[src/sv/bhx_pkg.sv]
package bhx_pkg;

  localparam logic [1:0] CMD_START  = 2'd0;
  localparam logic [1:0] CMD_DATA   = 2'd1;
  localparam logic [1:0] CMD_CRC    = 2'd2;
  localparam logic [1:0] CMD_FINISH = 2'd3;

  localparam logic [1:0] CFG_NEWLINE_LEN    = 2'd0;
  localparam logic [1:0] CFG_NEWLINE_FIRST  = 2'd1;
  localparam logic [1:0] CFG_NEWLINE_SECOND = 2'd2;

  localparam logic [7:0]  ESCAPE_BYTE = 8'h90;
  localparam logic [7:0]  COLON_CHAR  = 8'h3a;
  localparam logic [15:0] CRC_POLY    = 16'h1021;

  localparam logic [7:0] ALPHABET [64] = '{
    8'h21, 8'h22, 8'h23, 8'h24, 8'h25, 8'h26, 8'h27, 8'h28,
    8'h29, 8'h2a, 8'h2b, 8'h2c, 8'h2d, 8'h30, 8'h31, 8'h32,
    8'h33, 8'h34, 8'h35, 8'h36, 8'h38, 8'h39, 8'h40, 8'h41,
    8'h42, 8'h43, 8'h44, 8'h45, 8'h46, 8'h47, 8'h48, 8'h49,
    8'h4a, 8'h4b, 8'h4c, 8'h4d, 8'h4e, 8'h50, 8'h51, 8'h52,
    8'h53, 8'h54, 8'h55, 8'h56, 8'h58, 8'h59, 8'h5a, 8'h5b,
    8'h60, 8'h61, 8'h62, 8'h63, 8'h64, 8'h65, 8'h66, 8'h68,
    8'h69, 8'h6a, 8'h6b, 8'h6c, 8'h6d, 8'h70, 8'h71, 8'h72
  };

  typedef enum logic [1:0] {
    JOB_CHAR,
    JOB_COLON,
    JOB_START
  } job_kind_t;

  typedef struct packed {
    job_kind_t  kind;
    logic [5:0] six;
    logic       last;
  } job_t;

  typedef enum logic [2:0] {
    FS_IDLE,
    FS_START,
    FS_CRCA,
    FS_CRCB,
    FS_BYTE,
    FS_CLOSE
  } front_state_t;

  typedef enum logic [1:0] {
    BK_JOB,
    BK_BRK1,
    BK_BRK2
  } back_state_t;

  // augmented CRC-16: shift the data bit in at the bottom
  function automatic logic [15:0] crc_feed(input logic [15:0] crc, input logic [7:0] c);
    logic [15:0] acc;
    logic        msb;
    acc = crc;
    for (int i = 7; i >= 0; i--) begin
      msb = acc[15];
      acc = {acc[14:0], c[i]};
      if (msb) begin
        acc = acc ^ CRC_POLY;
      end
    end
    return acc;
  endfunction

endpackage

[src/sv/bhx_fifo.sv]
module bhx_fifo (
  input  logic          clk,
  input  logic          rst,
  input  logic          push,
  input  bhx_pkg::job_t push_job,
  output logic          full,
  input  logic          pop,
  output bhx_pkg::job_t pop_job,
  output logic          empty
);
  import bhx_pkg::*;

  job_t       slots [4];
  logic [1:0] wr_ptr;
  logic [1:0] rd_ptr;
  logic [2:0] count;

  assign full    = (count == 3'd4);
  assign empty   = (count == 3'd0);
  assign pop_job = slots[rd_ptr];

  always_ff @(posedge clk) begin
    if (push && !full) begin
      slots[wr_ptr] <= push_job;
    end
  end

  always_ff @(posedge clk) begin
    if (rst) begin
      wr_ptr <= '0;
      rd_ptr <= '0;
      count  <= '0;
    end else begin
      if (push && !full) begin
        wr_ptr <= wr_ptr + 2'd1;
      end
      if (pop && !empty) begin
        rd_ptr <= rd_ptr + 2'd1;
      end
      count <= count + {2'b0, push && !full} - {2'b0, pop && !empty};
    end
  end

endmodule

[src/sv/bhx_front.sv]
module bhx_front (
  input  logic          clk,
  input  logic          rst,
  input  logic          in_valid,
  output logic          in_stall,
  input  logic [1:0]    cmd,
  input  logic [7:0]    data_byte,
  output logic          job_valid,
  output bhx_pkg::job_t job,
  input  logic          job_full
);
  import bhx_pkg::*;

  front_state_t state, state_next;
  logic [7:0]   cur, cur_next;
  logic [7:0]   second, second_next;
  logic         have_second, have_second_next;
  logic         part2, part2_next;
  logic         in_esc, in_esc_next;
  logic         feed, feed_next;
  logic         close_pend, close_pend_next;
  logic [1:0]   phase, phase_next;
  logic [5:0]   carry_bits, carry_bits_next;
  logic [15:0]  crc, crc_next;

  logic        push;
  logic        byte_done;
  logic        escape_next;
  logic        item_done;
  logic        accept;
  logic [15:0] snap;

  assign push      = job_valid && !job_full;
  assign item_done = push && job.last;
  assign in_stall  = !((state == FS_IDLE) || item_done);
  assign accept    = in_valid && !in_stall;
  assign snap      = crc_feed(crc, 8'h00);

  always_comb begin
    state_next       = state;
    cur_next         = cur;
    second_next      = second;
    have_second_next = have_second;
    part2_next       = part2;
    in_esc_next      = in_esc;
    feed_next        = feed;
    close_pend_next  = close_pend;
    phase_next       = phase;
    carry_bits_next  = carry_bits;
    crc_next         = crc;
    job_valid        = 1'b0;
    job.kind         = JOB_CHAR;
    job.six          = '0;
    job.last         = 1'b0;
    byte_done        = 1'b0;
    escape_next      = 1'b0;

    unique case (state)
      FS_IDLE: begin
      end
      FS_START: begin
        job_valid = 1'b1;
        job.kind  = JOB_START;
        job.last  = 1'b1;
        if (!job_full) begin
          crc_next        = '0;
          phase_next      = 2'd0;
          carry_bits_next = '0;
          state_next      = FS_IDLE;
        end
      end
      FS_CRCA: begin
        crc_next   = snap;
        state_next = FS_CRCB;
      end
      FS_CRCB: begin
        cur_next         = snap[15:8];
        second_next      = snap[7:0];
        have_second_next = 1'b1;
        feed_next        = 1'b0;
        in_esc_next      = 1'b0;
        part2_next       = 1'b0;
        close_pend_next  = 1'b0;
        crc_next         = '0;
        state_next       = FS_BYTE;
      end
      FS_BYTE: begin
        job_valid = 1'b1;
        if (part2) begin
          job.six   = cur[5:0];
          byte_done = 1'b1;
        end else if (phase == 2'd1) begin
          job.six   = carry_bits | {2'b0, cur[7:4]};
          byte_done = 1'b1;
        end else if (phase == 2'd2) begin
          job.six = carry_bits | {4'b0, cur[7:6]};
        end else begin
          job.six   = cur[7:2];
          byte_done = 1'b1;
        end
        escape_next = byte_done && (cur == ESCAPE_BYTE) && !in_esc;
        job.last    = byte_done && !escape_next && !have_second && !close_pend;

        if (!job_full) begin
          if (part2) begin
            part2_next      = 1'b0;
            phase_next      = 2'd0;
            carry_bits_next = '0;
          end else if (phase == 2'd1) begin
            phase_next      = 2'd2;
            carry_bits_next = {cur[3:0], 2'b0};
          end else if (phase == 2'd2) begin
            part2_next = 1'b1;
          end else begin
            phase_next      = 2'd1;
            carry_bits_next = {cur[1:0], 4'b0};
          end

          if (byte_done) begin
            if (feed && !in_esc) begin
              crc_next = crc_feed(crc, cur);
            end
            if (escape_next) begin
              cur_next    = 8'h00;
              in_esc_next = 1'b1;
            end else if (have_second) begin
              cur_next         = second;
              have_second_next = 1'b0;
              in_esc_next      = 1'b0;
            end else if (close_pend) begin
              close_pend_next = 1'b0;
              state_next      = FS_CLOSE;
            end else begin
              state_next = FS_IDLE;
            end
          end
        end
      end
      FS_CLOSE: begin
        job_valid = 1'b1;
        job.kind  = JOB_COLON;
        job.last  = 1'b1;
        if (!job_full) begin
          state_next = FS_IDLE;
        end
      end
      default: begin
        state_next = FS_IDLE;
      end
    endcase

    // load the next command over whatever the finished one left
    if (accept) begin
      unique case (cmd)
        CMD_START: begin
          state_next = FS_START;
        end
        CMD_DATA: begin
          cur_next         = data_byte;
          feed_next        = 1'b1;
          in_esc_next      = 1'b0;
          part2_next       = 1'b0;
          have_second_next = 1'b0;
          close_pend_next  = 1'b0;
          state_next       = FS_BYTE;
        end
        CMD_CRC: begin
          state_next = FS_CRCA;
        end
        CMD_FINISH: begin
          if (phase_next == 2'd1 || phase_next == 2'd2) begin
            cur_next         = 8'h00;
            feed_next        = 1'b1;
            in_esc_next      = 1'b0;
            part2_next       = 1'b0;
            have_second_next = 1'b0;
            close_pend_next  = 1'b1;
            state_next       = FS_BYTE;
          end else begin
            state_next = FS_CLOSE;
          end
        end
        default: begin
          state_next = FS_IDLE;
        end
      endcase
    end
  end

  always_ff @(posedge clk) begin
    if (rst) begin
      state       <= FS_IDLE;
      have_second <= 1'b0;
      part2       <= 1'b0;
      in_esc      <= 1'b0;
      feed        <= 1'b0;
      close_pend  <= 1'b0;
      phase       <= 2'd0;
      carry_bits  <= '0;
      crc         <= '0;
    end else begin
      state       <= state_next;
      have_second <= have_second_next;
      part2       <= part2_next;
      in_esc      <= in_esc_next;
      feed        <= feed_next;
      close_pend  <= close_pend_next;
      phase       <= phase_next;
      carry_bits  <= carry_bits_next;
      crc         <= crc_next;
    end
  end

  always_ff @(posedge clk) begin
    cur    <= cur_next;
    second <= second_next;
  end

endmodule

[src/sv/bhx_back.sv]
module bhx_back #(
  parameter int unsigned LINE_WIDTH = 64
) (
  input  logic          clk,
  input  logic          rst,
  input  logic          cfg_write,
  input  logic [1:0]    cfg_index,
  input  logic [7:0]    cfg_data,
  input  logic          job_empty,
  input  bhx_pkg::job_t job,
  output logic          job_pop,
  output logic          out_valid,
  input  logic          out_stall,
  output logic [7:0]    out_char,
  output logic          last
);
  import bhx_pkg::*;

  localparam logic [6:0] LineWidthW = 7'(LINE_WIDTH);

  back_state_t state, state_next;
  logic [6:0]  line_count, line_count_next;
  logic        brk_last, brk_last_next;
  logic [1:0]  newline_len;
  logic [7:0]  newline_first;
  logic [7:0]  newline_second;

  logic [1:0] len_eff;
  logic       adv;
  logic       produce;
  logic [7:0] char_next;
  logic       last_next;
  logic [6:0] count_inc;

  assign len_eff   = (newline_len == 2'd3) ? 2'd2 : newline_len;
  assign adv       = !out_valid || !out_stall;
  assign count_inc = line_count + 7'd1;

  always_comb begin
    state_next      = state;
    line_count_next = line_count;
    brk_last_next   = brk_last;
    job_pop         = 1'b0;
    produce         = 1'b0;
    char_next       = out_char;
    last_next       = last;

    unique case (state)
      BK_JOB: begin
        if (adv && !job_empty) begin
          job_pop = 1'b1;
          unique case (job.kind)
            JOB_CHAR: begin
              produce   = 1'b1;
              char_next = ALPHABET[job.six];
              last_next = job.last;
              if (count_inc == LineWidthW) begin
                line_count_next = '0;
                if (len_eff != 2'd0) begin
                  last_next     = 1'b0;
                  brk_last_next = job.last;
                  state_next    = BK_BRK1;
                end
              end else begin
                line_count_next = count_inc;
              end
            end
            JOB_COLON: begin
              produce   = 1'b1;
              char_next = COLON_CHAR;
              last_next = job.last;
              if (len_eff != 2'd0) begin
                last_next     = 1'b0;
                brk_last_next = job.last;
                state_next    = BK_BRK1;
              end
            end
            JOB_START: begin
              line_count_next = 7'd1;
            end
            default: begin
            end
          endcase
        end
      end
      BK_BRK1: begin
        if (adv) begin
          produce   = 1'b1;
          char_next = newline_first;
          if (len_eff == 2'd2) begin
            last_next  = 1'b0;
            state_next = BK_BRK2;
          end else begin
            last_next  = brk_last;
            state_next = BK_JOB;
          end
        end
      end
      BK_BRK2: begin
        if (adv) begin
          produce    = 1'b1;
          char_next  = newline_second;
          last_next  = brk_last;
          state_next = BK_JOB;
        end
      end
      default: begin
        state_next = BK_JOB;
      end
    endcase
  end

  always_ff @(posedge clk) begin
    if (rst) begin
      state      <= BK_JOB;
      line_count <= 7'd1;
      brk_last   <= 1'b0;
      out_valid  <= 1'b0;
    end else begin
      state      <= state_next;
      line_count <= line_count_next;
      brk_last   <= brk_last_next;
      if (adv) begin
        out_valid <= produce;
      end
    end
  end

  always_ff @(posedge clk) begin
    if (adv && produce) begin
      out_char <= char_next;
      last     <= last_next;
    end
  end

  always_ff @(posedge clk) begin
    if (rst) begin
      newline_len    <= 2'd1;
      newline_first  <= 8'd13;
      newline_second <= 8'd10;
    end else if (cfg_write) begin
      case (cfg_index)
        CFG_NEWLINE_LEN:    newline_len    <= cfg_data[1:0];
        CFG_NEWLINE_FIRST:  newline_first  <= cfg_data;
        CFG_NEWLINE_SECOND: newline_second <= cfg_data;
        default: begin
        end
      endcase
    end
  end

endmodule

[src/sv/binhex_stream_encoder.sv]
// channel  direction  handshake            payload
// cfg      in         cfg_write            cfg_index, cfg_data
// in       in         in_valid / in_stall  cmd, data_byte
// out      out        out_valid / out_stall out_char, last
//
// The output register gives one character per cycle while not stalled; a line
// break of up to two characters follows a full line and the closing colon. The
// front emits a job per encoded 6-bit group (the 0x00 after an escaped byte
// included), one on start and a colon on finish; emit-CRC feeds two zero bytes.
// A four-deep job queue lets the front take the next command while the back
// drains. Synchronous active-high reset; out_stall holds the beat and backs up.
module binhex_stream_encoder #(
  parameter int unsigned LINE_WIDTH = 64
) (
  input  logic       clk,
  input  logic       rst,
  input  logic       cfg_write,
  input  logic [1:0] cfg_index,
  input  logic [7:0] cfg_data,
  input  logic       in_valid,
  output logic       in_stall,
  input  logic [1:0] cmd,
  input  logic [7:0] data_byte,
  output logic       out_valid,
  input  logic       out_stall,
  output logic [7:0] out_char,
  output logic       last
);
  import bhx_pkg::*;

  job_t push_job;
  job_t pop_job;
  logic push;
  logic full;
  logic pop;
  logic empty;

  bhx_front u_front (
    .clk       (clk),
    .rst       (rst),
    .in_valid  (in_valid),
    .in_stall  (in_stall),
    .cmd       (cmd),
    .data_byte (data_byte),
    .job_valid (push),
    .job       (push_job),
    .job_full  (full)
  );

  bhx_fifo u_fifo (
    .clk      (clk),
    .rst      (rst),
    .push     (push),
    .push_job (push_job),
    .full     (full),
    .pop      (pop),
    .pop_job  (pop_job),
    .empty    (empty)
  );

  bhx_back #(
    .LINE_WIDTH (LINE_WIDTH)
  ) u_back (
    .clk       (clk),
    .rst       (rst),
    .cfg_write (cfg_write),
    .cfg_index (cfg_index),
    .cfg_data  (cfg_data),
    .job_empty (empty),
    .job       (pop_job),
    .job_pop   (pop),
    .out_valid (out_valid),
    .out_stall (out_stall),
    .out_char  (out_char),
    .last      (last)
  );

endmodule
[config.mk]
export PLATFORM = sky130hd
export DESIGN_NAME = binhex_stream_encoder
export DESIGN_NICKNAME = d
export VERILOG_FILES = /design/src/sv/bhx_pkg.sv /design/src/sv/bhx_fifo.sv /design/src/sv/bhx_front.sv /design/src/sv/bhx_back.sv /design/src/sv/binhex_stream_encoder.sv
export SDC_FILE = /design/constraint.sdc
export NUM_CORES = 1
export LEC_CHECK = 0
export BUFFER_PORTS_ARGS = -buffer_cell sky130_fd_sc_hd__buf_4
export CORE_UTILIZATION = 50
export DETAILED_ROUTE_END_ITERATION = 8
export PLACE_DENSITY = 0.7
export SYNTH_ARGS = -nofsm -noshare
export SYNTH_HDL_FRONTEND = slang
export SYNTH_HIERARCHICAL = 1
export SYNTH_SLANG_ARGS = --single-unit
[constraint.sdc]
create_clock -name clk -period 2.8 [get_ports clk]
set_input_delay 0 -clock clk [delete_from_list [all_inputs] [get_ports clk]]
set_output_delay 0 -clock clk [all_outputs]
set_load 0.01 [all_outputs]
==> results.json <==
{
  "grtUsageTotal": 0.2363,
  "clockBufferDepth": 2,
  "required_ns": 3.07,
  "clockRootBuffer": "clkbuf_16",
  "rows": 42,
  "utilization": 0.6103,
  "grt_pass1_wl_um": 26170,
  "globalplace.congestion": 0.8222,
  "maxCapViolations": 0,
  "peakVddDrop_mv": 0.4961,
  "relSlewSlack": 0.5114,
  "leakage_nw": 3.048,
  "fin_crit_sh": 0.9686,
  "final_layout_size_suffix_gt1_frac": 0.1636,
  "syn_to_final_growth_pct": 18.84,
  "final_nets": 800,
  "fmax_ghz": 0.3687,
  "cp-end-kind": "register",
  "synth_compound_area_frac": 0.1755,
  "hold_depth": 4,
  "yosysSeqAreaShare": 0.4578,
  "min_period_ns": 2.712,
  "drtIter0Drc": 530,
  "overflow": 0,
  "cp_max_fo": 7,
  "yosys.area.top_type": "edfxtp_1",
  "synth_area_um2": 6800,
  "worstSetupStartpointType": "register",
  "dp_hpwl_um": 10960,
  "dieArea_um2": 14070,
  "routed_wl_um": 15810,
  "vias": 5559,
  "synthSimpleGateAreaFrac": 0.1829,
  "pwr_density_cell_nw_per_um2": 859.8,
  "via_per_inst": 5.914,
  "timing_worst_setup_path_type": "register to register",
  "muxShareOfSynthArea": 0.06642,
  "synthCells": 693,
  "grt_setup_unrepaired": "false",
  "die_h_um": 118.6,
  "synth_area_leaders": "edfxtp_1 (23%), dfxtp_1 (22%), nor2_1 (4.7%), a21oi_1 (4.1%), ha_1 (4.0%)",
  "setup_slack_ns": 0.08799,
  "htree_levels": 4,
  "synth_edf_count": 53,
  "n_antenna_cell": 0,
  "nFillCells": 1098,
  "grt_pass1_vias": 5458,
  "yosys.area_share.xor_xnor": 0.03091,
  "ys_types": 77,
  "synth_top_family_by_area": "simple AND/OR/NAND/NOR gates",
  "ant_nets": 0,
  "setup-tns-final_ns": 0,
  "cts_inserted_buffers": 17,
  "yosys.area.top_type_share": 0.2340,
  "hold_class": "input pin to register",
  "reg2regPathDepth": 6,
  "ios": 36,
  "synth_nets": 741,
  "worst_pin_slew_ns": 0.7329,
  "antenna_found_initial": 0,
  "cts_num_sinks": 129,
  "die_w_um": 118.6,
  "cp_data_arrival_time_ns": 2.98,
  "coreArea_um2": 13240,
  "portBuffers": 35,
  "clk_pin_slew_ns": 0.05,
  "post-place-ws_ns": 0.2639,
  "clock_skew_ns": 0.008201,
  "ys_ff_latch": 129,
  "synth_warnings": 6,
  "wl_per_cell_um": 16.82,
  "start_util": 0.5135,
  "drc_errors": 0,
  "clk-insertion-delay-late_ns": 0.42,
  "async_flop_share": 0,
  "grt_max_degree": 69,
  "cts_tree": "built",
  "synthAdderAreaFrac": 0.04342,
  "synth_area_per_cell_um2": 9.813,
  "finalSetupViolCount": 0,
  "ys.flop_type": "dfxtp_1",
  "maxSlewViolCount": 0,
  "outcome": "completed",
  "finalHoldViolations": 0,
  "first_pass_iters": 5
}
logic make-up (layout without fill, tap and decap cells):
group,count (synthesis),in the layout
compound gates,179,179
xor+xnor,24,24
fa+ha+maj,23,23
buf+inv,70,141
flops,129,129
mux,31,31
simple gates,237,237
metrics by stage:
step	std cells	hold slack [ns]	cell area, µm²	power, W
2_1_floorplan	693	0.1169	6800	0.004127
3_3_place_gp	887	0.2139	7283	0.004782
3_5_place_dp	887	0.2147	7283	0.004841
4_1_cts	940	0.01492	8064	0.006970
5_1_grt	940	0.06133	8082	0.007357
6_report	940	0.03626	8082	0.006948
cells in the final DEF (no fill, tap or decap), types with 4 or more instances in the layout:
cell type       n
a22oi_1         7
a22o_1          5
nor3b_1         5
ha_1           22
a311oi_1        4
dfxtp_1        75
edfxtp_1       53
nand3_1         8
o31ai_1         6
o2bb2ai_1       8
buf_4          60
a21oi_1        56
a211oi_1        4
nor3_1         23
nand3b_1        8
mux4_2         11
nand2b_1       13
nand4_1         4
nor2b_1        13
a31oi_1         5
a221oi_1       12
nand2_1        31
xor2_1         14
or3b_2          4
dlygate4sd3_1  22
nor2_1         85
clkbuf_16      18
inv_1          27
or3_1          10
o21ai_1         7
and2_1          6
a211o_1         7
xnor2_1        10
mux2i_1        17
o21ai_0        27
final cells by class:
cell class / instances / area (µm²) / share of cell area
timing repair buffer: 82 / 670.6 / 0.08298
clock inverter: 8 / 77.57 / 0.009599
multi-input combinational: 494 / 3411 / 0.4220
tap: 176 / 220.2 / 0.02725
clock buffer: 23 / 483.0 / 0.05976
inverter: 28 / 105.1 / 0.01301
sequential: 129 / 3114 / 0.3854
state kept, by name (all words and copies together), names as in the netlist, 2 cells and up, named ones only:
signal and flops:
u_back/line_count 7, u_back/newline_second 8, u_back/newline_first 8, u_front/phase 2, u_fifo/rd_ptr 2, u_front/crc 16
u_front/carry_bits 4, u_front/state 3, u_front/second 8, u_back/newline_len 2, u_fifo/slots 36, u_fifo/count 3
u_back/state 2, u_fifo/wr_ptr 2, u_front/cur 8, u_back/out_char 8
critical path, cell delays in order, from the launching register on:
cell and delay, ns:
dfxtp_1 0.40, or4b_4 0.58, or4_4 0.58, a31oi_2 0.23
nand4bb_1 0.16, dlygate4sd3_1 0.55, a21oi_1 0.06
Yosys cell counts (14+ instances only):
library cell  instances
nor2_1               86
dfxtp_1              76
a21oi_1              56
edfxtp_1             53
clkbuf_1             33
nand2_1              31
inv_1                27
o21ai_0              27
nor3_1               23
ha_1                 22
mux2i_1              17
xor2_1               14
path summary, 6_finish.rpt:
path	startpoint	endpoint	slack (ns)
max	u_front/cur[5]	u_front/state[1]	0.09
min	out_stall	u_back/out_valid	0.04
max reg2reg	u_front/cur[5]	u_front/state[1]	0.09
min reg2reg	u_front/carry_bits[5]	u_front/carry_bits[5]	0.45
repair_timing:
action,in CTS,in global routing
buffers inserted,0,0
resized for setup,0,5
hold buffers,22,0
endpoints found under the hold margin,29,0
setup endpoints to repair,0,1
metal layers:
| metal | wire length (µm) | vias to the layer above | GRT usage |
|---|---|---|---|
| met1 | 6453 | 2678 | 0.2785 |
| li1 | - | 2668 | - |
| met5 | 0 | - | 0 |
| met3 | 888 | 25 | 0.04923 |
| met4 | 325 | 0 | 0.1052 |
| met2 | 8144 | 188 | 0.4126 |
report_power, final:
group | switching [W] | leakage (nW) | internal, W | total, W
logic | 0.00133 | 1.66 | 0.00105 | 0.00238
registers | 0.000225 | 1.11 | 0.00227 | 0.00249
clock network | 0.000778 | 0.277 | 0.00130 | 0.00208
Note: power is estimated with default switching activity, not from simulation.
